<file path="src/hw/rtl/mrpt_pkg.sv">
// Shared constants and witness function for the Miller-Rabin prime test unit.
package mrpt_pkg;

  localparam int NumberBitsDefault   = 32;
  localparam int WitnessCountDefault = 8;
  localparam int WitnessTableSize    = 8;
  localparam int InputBits           = 32;

  // Fixed witnesses, in increasing order.
  function automatic logic [4:0] witness_value(input logic [2:0] idx);
    logic [4:0] w;
    begin
      case (idx)
        3'd0: w = 5'd2;
        3'd1: w = 5'd3;
        3'd2: w = 5'd5;
        3'd3: w = 5'd7;
        3'd4: w = 5'd11;
        3'd5: w = 5'd13;
        3'd6: w = 5'd17;
        default: w = 5'd19;
      endcase
      return w;
    end
  endfunction

endpackage

</file>
<file path="src/hw/rtl/miller_rabin_prime_test_unit.sv">
// Top level of the Miller-Rabin prime test unit (fixed witnesses).
//
//  channel   signals              direction  notes
//  command   start, number        in         taken when start && !busy
//  result    done, is_prime       out        one-cycle strobe, no back-pressure
//
// Work: a modular product runs on the single shift-and-add reducer, one bit of the
// multiplier per step (one conditional double and one conditional add per cycle),
// plus sequencer states. Each witness needs at most one product and one square per
// bit of q plus up to k squarings, about 2*NUMBER_BITS products. Even inputs, 1 and
// 0 go from acceptance straight to the final state, from which done is registered.
// The shared mod-multiplier sets the rate.
// Reset: rst (synchronous) returns the sequencer to idle; no clearing pass.
// Stalls: busy is high from acceptance until done rises; a new transaction can be
// taken in the done cycle. The receiver cannot stall, so done is a one-cycle strobe.
module miller_rabin_prime_test_unit #(
  parameter int NUMBER_BITS   = mrpt_pkg::NumberBitsDefault,
  parameter int WITNESS_COUNT = mrpt_pkg::WitnessCountDefault
) (
  input  logic                           clk,
  input  logic                           rst,
  input  logic                           start,
  input  logic [mrpt_pkg::InputBits-1:0] number,
  output logic                           busy,
  output logic                           done,
  output logic                           is_prime
);

  localparam int NB = NUMBER_BITS;
  localparam int CW = $clog2(NB + 1);   // bit counter / shift count width
  localparam int WI = 4;                // witness index width (table of 8, one past end)
  localparam int WLast = (WITNESS_COUNT < mrpt_pkg::WitnessTableSize)
                         ? WITNESS_COUNT : mrpt_pkg::WitnessTableSize;

  typedef enum logic [3:0] {
    S_IDLE,
    S_STRIP,     // shift q right until odd, counting k
    S_WIT,       // pick next witness or finish
    S_POW_MUL,   // res = res*b
    S_POW_SQ,    // b = b*b, exp >>= 1
    S_CHECK,     // check x against 1 / n-1
    S_SQ,        // x = x*x
    S_DONE
  } state_t;

  // Shared modular multiplier: acc = a*b mod n, MSB first, one bit a cycle.
  typedef enum logic [1:0] {
    M_RES,
    M_B,
    M_X
  } mdst_t;

  state_t       state;
  mdst_t        mdst;
  logic [NB-1:0] n, q, e, res, b, a_op, b_op, acc;
  logic [CW-1:0] k, i, mcnt;
  logic [WI-1:0] widx;
  logic          mact;
  logic          verdict;
  logic [NB:0]   dbl, dbl_r, add_s, add_r;
  logic [NB-1:0] n_in;
  logic [NB-1:0] nm1;
  logic [NB-1:0] wv;

  assign n_in = NB'(number);
  assign nm1  = n - NB'(1);
  assign wv   = NB'(mrpt_pkg::witness_value(widx[2:0]));

  // One step of the reducer: acc = 2*acc mod n, then + a if bit set.
  always_comb begin
    dbl   = {acc, 1'b0};
    dbl_r = (dbl >= {1'b0, n}) ? dbl - {1'b0, n} : dbl;
    add_s = dbl_r + {1'b0, a_op};
    add_r = (add_s >= {1'b0, n}) ? add_s - {1'b0, n} : add_s;
  end

  assign busy = (state != S_IDLE);

  always_ff @(posedge clk) begin
    done <= !rst && (state == S_DONE);
    if (rst) begin
      state <= S_IDLE;
      mact  <= 1'b0;
    end else if (mact) begin
      acc  <= b_op[NB-1] ? add_r[NB-1:0] : dbl_r[NB-1:0];
      b_op <= {b_op[NB-2:0], 1'b0};
      mcnt <= mcnt - CW'(1);
      if (mcnt == CW'(1)) begin
        mact <= 1'b0;
      end
    end else begin
      unique case (state)
        S_IDLE: begin
          if (start) begin
            n <= n_in;
            if (!n_in[0] || n_in == NB'(1)) begin
              is_prime <= (n_in == NB'(2));
              state    <= S_DONE;
            end else begin
              q     <= n_in - NB'(1);
              k     <= '0;
              widx  <= '0;
              state <= S_STRIP;
            end
          end
        end
        S_STRIP: begin
          if (q[0]) begin
            state <= S_WIT;
          end else begin
            q <= q >> 1;
            k <= k + CW'(1);
          end
        end
        S_WIT: begin
          if (32'(widx) >= WLast || wv >= n) begin
            is_prime <= 1'b1;
            state    <= S_DONE;
          end else begin
            res   <= NB'(1);
            b     <= wv;   // w < n already
            e     <= q;
            state <= S_POW_MUL;
          end
        end
        S_POW_MUL: begin
          if (e == '0) begin
            res   <= res;
            i     <= '0;
            state <= S_CHECK;
          end else if (e[0]) begin
            // b from the square just finished is still in acc
            a_op  <= res; b_op <= (mdst == M_B) ? acc : b; acc <= '0; mcnt <= CW'(NB);
            mact  <= 1'b1; mdst <= M_RES;
            state <= S_POW_SQ;
          end else begin
            state <= S_POW_SQ;
          end
        end
        S_POW_SQ: begin
          if (mdst == M_RES && e[0]) begin
            res <= acc;
          end
          a_op <= b; b_op <= b; acc <= '0; mcnt <= CW'(NB);
          mact <= 1'b1; mdst <= M_B;
          e    <= e >> 1;
          state <= S_POW_MUL;
        end
        S_CHECK: begin
          if (mdst == M_X) begin
            res <= acc;
          end
          if (i == k) begin
            is_prime <= 1'b0;
            state    <= S_DONE;
          end else if (((mdst == M_X) ? acc : res) == nm1 ||
                       (((mdst == M_X) ? acc : res) == NB'(1) && i == '0)) begin
            widx  <= widx + WI'(1);
            state <= S_WIT;
          end else begin
            state <= S_SQ;
          end
        end
        S_SQ: begin
          a_op <= res; b_op <= res; acc <= '0; mcnt <= CW'(NB);
          mact <= 1'b1; mdst <= M_X;
          i    <= i + CW'(1);
          state <= S_CHECK;
        end
        S_DONE: begin
          state <= S_IDLE;
        end
        default: state <= S_IDLE;
      endcase
      if (state == S_POW_MUL && mdst == M_B) begin
        b <= acc;
      end
      if (state == S_WIT) begin
        mdst <= M_RES;
      end
    end
  end

  // Squaring chain bookkeeping is in res; verdict only mirrors is_prime.
  always_comb verdict = is_prime;

  // A result strobe only follows the final state.
  assert property (@(posedge clk) disable iff (rst)
    done |-> $past(state) == S_DONE)
    else $error("done without final state");

  // The reducer never runs while idle.
  assert property (@(posedge clk) disable iff (rst)
    mact |-> busy)
    else $error("multiplier active while idle");

  // Reducer accumulator stays below the modulus.
  assert property (@(posedge clk) disable iff (rst)
    (mact && busy) |=> (acc < n))
    else $error("accumulator not reduced");

  // Even numbers other than two are never reported prime.
  assert property (@(posedge clk) disable iff (rst)
    (done && !n[0] && n != NB'(2)) |-> !verdict)
    else $error("even composite reported prime");

endmodule

</file>
<file path="config.mk">
export PLATFORM = sky130hd
export DESIGN_NAME = miller_rabin_prime_test_unit
export DESIGN_NICKNAME = d
export VERILOG_FILES = /design/src/hw/rtl/mrpt_pkg.sv /design/src/hw/rtl/miller_rabin_prime_test_unit.sv
export SDC_FILE = /design/constraint.sdc
export NUM_CORES = 1
export LEC_CHECK = 0
export BUFFER_PORTS_ARGS = -buffer_cell sky130_fd_sc_hd__buf_2
export CELL_PAD_IN_SITES_DETAIL_PLACEMENT = 1
export CELL_PAD_IN_SITES_GLOBAL_PLACEMENT = 1
export CORE_ASPECT_RATIO = 0.8
export CORE_MARGIN = 10
export CORE_UTILIZATION = 51
export DETAILED_ROUTE_END_ITERATION = 10
export PLACE_DENSITY_LB_ADDON = 0.1
export SETUP_SLACK_MARGIN = 0.1
export SYNTH_ARGS = -nofsm -noshare
export SYNTH_HDL_FRONTEND = slang
export SYNTH_SLANG_ARGS = --single-unit
</file>
<file path="constraint.sdc">
create_clock -name clk -period 8.6 [get_ports clk]
set_input_delay 0.86 -clock clk [delete_from_list [all_inputs] [get_ports clk]]
set_output_delay 0.86 -clock clk [all_outputs]
set_load 0.05 [all_outputs]
</file>
; ---- Word-level counts from Yosys, hierarchy flattened
; Cells that the tools add are included.
[word_totals]
register_bits = 287
wordCells = 180
out_inout_bits = 3
[classes]
n_reduce_logical = 41
eq_ne = 40
n_mux = 65
n_addsub = 9
bitwise_logic = 2
order_cmp = 4
[ops]
columns = op, count
row1 = $mux 32, 21
row2 = $pmux 32 s3, 3
row3 = $pmux 32 s2, 3
row4 = $ge 33x32->1, 2
row5 = $eq 32x1->1 const B, 2
row6 = $sub 32x1->32 const B, 2
row7 = $mux 6, 7
row8 = $pmux 6 s2, 3
row9 = $pmux 5 s7, 1
row10 = $add 33x32->33, 1
row11 = $mux 33, 1
row12 = $sub 33x32->33, 1
row13 = $eq 32x2->1 const B, 1
row14 = $eq 32x32->1, 1
row15 = $ge 5x32->1, 1
row16 = $logic_not 32->1, 1
row17 = $sub 32x32->32, 1
row18 = $ne 2x2->1 const B, 14
row19 = $pmux 4 s7, 1
row20 = $mux 4, 6
row21 = $reduce_and 4->1, 6
row22 = $reduce_and 5->1, 4
row23 = $eq 4x3->1 const B, 4
row24 = $reduce_and 7->1, 2
row25 = 37 further kinds, 72

; ---- Logic depth before layout (Yosys ltp)
[logic_depth]
depth_word = 8
ltp_mapped = 36
depth_no_buf = 32

; ---- Worst setup path after synthesis
; OpenSTA, ideal clock, no wires.
[synth_timing]
path_type = register to register
startpoint = reg n[8]
endpoint = reg acc[10] (data pin)
path_buffers = 4
period_less_slack_ns = 7.290
stages_incl_launch_ff = 31
slack_ns = 1.310
required_time_ns = 8.339
arrival_ns = 7.029
path_cell_list = edfxtp_1 > inv_1 > ha_1 > nand2_1 > o21ai_0 > o21a_1 > a21oi_4 > a211oi_1 > o21ai_0 > nand2_1 > clkbuf_1 > mux2_2 > ha_1 > o211ai_1 > a21boi_0 > nand4_1 > o31ai_1 > a21oi_1 > o311ai_0 > a21oi_1 > xnor2_1 > ha_1 > clkbuf_1 > nand4_1 > or3_1 > a31oi_1 > nand2b_1 > buf_1 > clkbuf_1 > nor3_1 > a221o_2
[synth_via]
elab_chain_cells = 7
elab_cells_between_ends = 9
cone_classes = 3 x add/sub / 2 x order compare / 4 x mux
[synth_lines]
columns = item, line_no
row1 = "start, declared", miller_rabin_prime_test_unit.sv:55  ; logic [NB-1:0] n, q, e, res, b, a_op, b_op, acc;
row2 = "start signal, assigned", miller_rabin_prime_test_unit.sv:95  ; n <= n_in;
row3 = $sub 33x32->33 / $ge 33x32->1 (equally long branches), miller_rabin_prime_test_unit.sv:72  ; dbl_r = (dbl >= {1'b0, n}) ? dbl - {1'b0, n} : dbl;
row4 = $mux 33, miller_rabin_prime_test_unit.sv:72
row5 = $add 33x32->33, miller_rabin_prime_test_unit.sv:73  ; add_s = dbl_r + {1'b0, a_op};
row6 = $sub 32x32->32 / $ge 33x32->1 (equally long branches), miller_rabin_prime_test_unit.sv:74  ; add_r = (add_s >= {1'b0, n}) ? add_s - {1'b0, n} : add_s;
row7 = $mux 32, miller_rabin_prime_test_unit.sv:74
row8 = $mux 32 *, miller_rabin_prime_test_unit.sv:85  ; acc <= b_op[NB-1] ? add_r[NB-1:0] : dbl_r[NB-1:0];
row9 = $mux 32 *, miller_rabin_prime_test_unit.sv:84  ; end else if (mact) begin
row10 = "end signal, assigned", miller_rabin_prime_test_unit.sv:85
row11 = "end, declared", miller_rabin_prime_test_unit.sv:55
; Every way passes the cells marked *; elsewhere a longest branch is shown, timed or not.
; A chain may end at the register's enable or synchronous reset.

; ---- Final worst setup path
[layout_timing]
startpoint = reg acc[27]
endpoint = reg acc[23] (data pin)
[layout_via]
elab_chain_cells = 7
elab_cells_between_ends = 9
cone_classes = 3 x add/sub / 2 x order compare / 4 x mux
[layout_lines]
columns = item, line_no
row1 = $sub 33x32->33 / $ge 33x32->1 (equally long branches), miller_rabin_prime_test_unit.sv:72
row2 = $mux 33 *, miller_rabin_prime_test_unit.sv:72
row3 = $add 33x32->33, miller_rabin_prime_test_unit.sv:73
row4 = $ge 33x32->1 / $sub 32x32->32 (equally long branches), miller_rabin_prime_test_unit.sv:74
row5 = $mux 32, miller_rabin_prime_test_unit.sv:74
row6 = $mux 32 *, miller_rabin_prime_test_unit.sv:85
row7 = $mux 32 *, miller_rabin_prime_test_unit.sv:84
; Marks and branches as above.

==> impl_metrics.csv <==
group,metric,value,unit
drt,drc,0,
global_routing,grt_pass1_wl,114000,um
setup_path,r2r-start,"acc[27]$_SDFFCE_PN0P_",
die,io_pins,38,
timing,tightestPinTransition,1.49,ns
timing,slew_violations,0,
synthesis,ys_seq_area_share,41.3,%
cts,cts-htree-levels,1,
synthesis,async_flop_share,0,%
setup_path,cp_num_buf_inv,2,
drt,dr.pass1.iters,5,
setup_path,crit_type,"flip-flop to flip-flop",
timing,min_period,8.34,ns
drt,vias,18200,
setup_path,cp_max_fo,43,
layout,area_growth,10.2,%
global_routing,antenna_found_initial,1,
drt,final_antenna_net_count,0,
global_routing,grt_overflow_total,0,
setup_path,cp_slowest_cell,"edfxtp_1",
synthesis,synth_top_cell_area_share,40.8,%
global_routing,grt_pass1_vias,18000,
timing,setup_tns,0,ns
placement,pre_cts_slack,-0.613,ns
timing,finClkSkew,0.0135,ns
die,coreArea,0.0398,mm^2
setup_path,cp_top_family,"compound AO/OA/AOI/OAI gates",
timing,hold_viol,0,
synthesis,avgSynthCellArea,9.80,um^2
global_routing,grt_usage,29.9,%
die,die_x,245,um
global_routing,grt_max_degree,56,
synthesis,yosys_most_used_dff,"edfxtp_1",
setup_path,reg2reg_depth,27,
synthesis,synthCells,2110,
drt,avgViaCountPerCell,6.72,
setup_path,cp-end-kind,"flip-flop",
setup_path,reg2reg_setup_slack,0.26,ns
cts,clk_path_buf_depth,3,
cts,holdBufCountCts,0,
drt,drtIter0Drc,1924,
placement,postPlaceCellArea,0.0216,mm^2
timing,maxSlewHeadroom,0.349,%
layout,fillers,4359,
synthesis,synthTopCellsByArea,"edfxtp_1, ha_1, mux2_2",
timing,fin_crit_sh,97.0,%
synthesis,synth_edf_count,281,
layout,drive_above_1_share,14.1,%
worst_hold_path,holdCritPathClass,"input port to flip-flop",
cts,root_buffer,"clkbuf_16",
run_status,status,"complete, but fails checks",
cts,tritoncts,"built",
cts,clkLatencyLatePin,0.59,ns
drt,wire_per_inst,28.4,um
synthesis,synth_top_area_cell,"edfxtp_1",
setup_path,path_depth,27,
die,die_y,200,um
die,num_rows,65,
setup_path,endpoint,"acc[23]$_SDFFCE_PN0P_",
die,start_util,52.0,%
setup_path,critPathRequiredTime,9.00,ns
cts,clk_pin_slew,0.06,ns
timing,grt_setup_unrepaired,"no",
setup_path,crit_arrival,8.74,ns
cts,clock-sinks,286,
setup_path,cp-start-kind,"flip-flop",
timing,fmax,0.120,GHz
timing,setup_viol,0,
placement,routabilityCongestion,0.968,
cts,cts_buffers,30,
flow_run,drv_cap,1,
synthesis,yosys_register_bits,286,
placement,hpwl,57300,um
setup_path,r2r-end,"acc[23]$_SDFFCE_PN0P_",
synthesis,syn-cell-area,0.0207,mm^2
timing,setup_slack,0.255,ns
layout,post-route-util,57.3,%
synthesis,yosys_warnings,0,
setup_path,cp-startpoint,"acc[27]$_SDFFCE_PN0P_",
drt,wl,76900,um
die,dieArea,0.0491,mm^2
layout,fin_area,0.0228,mm^2
synthesis,synth_cell_types,90,
run_status,violations,"capacitance limit",
layout,nets,2296,
setup_path,critPathMaxStageDelay,0.59,ns
synthesis,synth_nets,2262,
placement,port_buffers,37,
cell type report:
cell class	count	area (um^2)	area share, %
Tap cell	536	671	2.94
Antenna cell	2	5.00	0.0220
Inverter	91	345	1.52
Multi-Input combinational cell	1641	11700	51.1
Timing Repair Buffer	94	629	2.76
Clock inverter	17	143	0.626
Clock buffer	39	806	3.54
Sequential cell	286	8540	37.5
worst min path at each step:
stage,startpoint,to,slack [ns],cells past startpoint
2_1_floorplan,e[1]$_DFFE_PP_,e[0]$_DFFE_PP_,0.52,2
3_5_place_dp,q[28]$_DFFE_PP_,e[28]$_DFFE_PP_,0.57,1
4_1_cts,number[23],n[23]$_DFFE_PP_,0.47,1
6_report,number[23],n[23]$_DFFE_PP_,0.49,1
3_3_place_gp,q[31]$_DFFE_PP_,e[31]$_SDFFCE_PP0P_,0.53,1
5_1_grt,number[11],n[11]$_DFFE_PP_,0.49,1
synth_stat cells, types with 12 or more instances:
cell	count
edfxtp_1	281
nor2_1	178
a21oi_1	142
nand2_1	142
ha_1	114
xnor2_1	112
o21ai_0	101
inv_1	90
mux2_2	89
nand3_1	71
clkbuf_1	70
nor3_1	57
a21o_1	51
a31oi_1	48
xor2_1	45
nor4_1	44
nand4_1	35
and2_1	34
a22oi_1	33
mux2i_1	30
o211ai_1	24
a22o_1	23
a211oi_1	22
and3_1	21
nand2b_1	18
o21a_1	16
o21bai_1	14
nor2b_1	12
metal layers:
metal / routed length [um] / part of all wire [%] / vias up / GRT usage [%]
met2: 35000 / 46 / 801 / 46.8
met1: 32200 / 42 / 9113 / 40.0
met3: 7020 / 9.1 / 155 / 7.12
li1: - / - / 8107 / -
met5: 0 / 0 / - / 0
met4: 2660 / 3.5 / 0 / 9.68
flip-flops by register name, summed over array words and instances, names as in the netlist:
signal / flops
b_op: 32
widx: 4
e: 32
mdst: 2
n: 32
state: 3
a_op: 32
done: 1
b: 32
mcnt: 6
i: 6
is_prime: 1
mact: 1
k: 6
q: 32
res: 32
acc: 32
worst reg2reg max path, stage by stage (launching register included):
cell and delay (ns):
edfxtp_1 0.59, ha_1 0.58, and3_1 0.26, nand4_1 0.30
nor3_2 0.39, nor4_1 0.08, buf_4 0.17, nand2_1 0.11
buf_12 0.24, mux2_2 0.43, ha_1 0.40, a21o_1 0.24
o41ai_4 0.45, o21ai_2 0.23, a21o_1 0.22, a21o_1 0.19
xor2_1 0.21, ha_1 0.34, and3_1 0.22, and2_1 0.17
a221o_1 0.42, nor3_1 0.39, o311ai_1 0.38, nand3_1 0.23
nand2_1 0.10, o311ai_0 0.31, o21ai_0 0.17, a311oi_1 0.32
cell usage in the layout (no fill, tap or decap), types with 8 or more instances in the layout:
cell type  synthesis  layout
buf_4              1      55
nor2_1           178     174
or3_1              8       8
nor4_1            44      43
edfxtp_1         281     281
and2_1            34      34
a211oi_1          22      20
a31oi_1           48      47
clkbuf_1          70       8
mux2i_1           30      30
xor2_1            45      45
ha_1             114     112
o211ai_1          24      24
a31o_2             8       8
nand4_1           35      35
mux2_2            89      89
inv_1             90      88
and3_1            21      20
clkbuf_16          0      31
buf_2              3      37
xnor2_1          112     112
nor3_1            57      54
a22o_1            23      23
a22oi_1           33      33
nand3_1           71      71
or4_1              8       8
a21o_1            51      51
nor2b_1           12      10
o21bai_1          14      14
nand2_1          142     142
o21a_1            16      16
o21ai_0          101      97
a21oi_1          142     133
nand2b_1          18      16
per-stage QoR:
step,std cells,hold slack [ns]
3_3_place_gp,2645,0.529
4_1_cts,2701,0.472
3_5_place_dp,2645,0.568
5_1_grt,2704,0.490
2_1_floorplan,2110,0.522
6_report,2706,0.493
logic make-up after synthesis:
kind of cell    after synthesis  synth area share (%)
simple gates                661                  15.7
compound gates              585                  19.0
flops                       286                  41.3
buf+inv                     183                  3.70
xor+xnor                    159                  6.86
mux                         119                  6.30
fa+ha+maj                   117                  7.19
what timing repair did:
| action | CTS | global route |
|---|---|---|
| pin swaps | 0 | 2 |
| gates resized for setup | 10 | 33 |
| setup buffers | 0 | 3 |
| setup endpoints to repair | 32 | 32 |
Power is not shown: default switching activity piles up to over one toggle a cycle in this logic, so the estimate is an artifact.
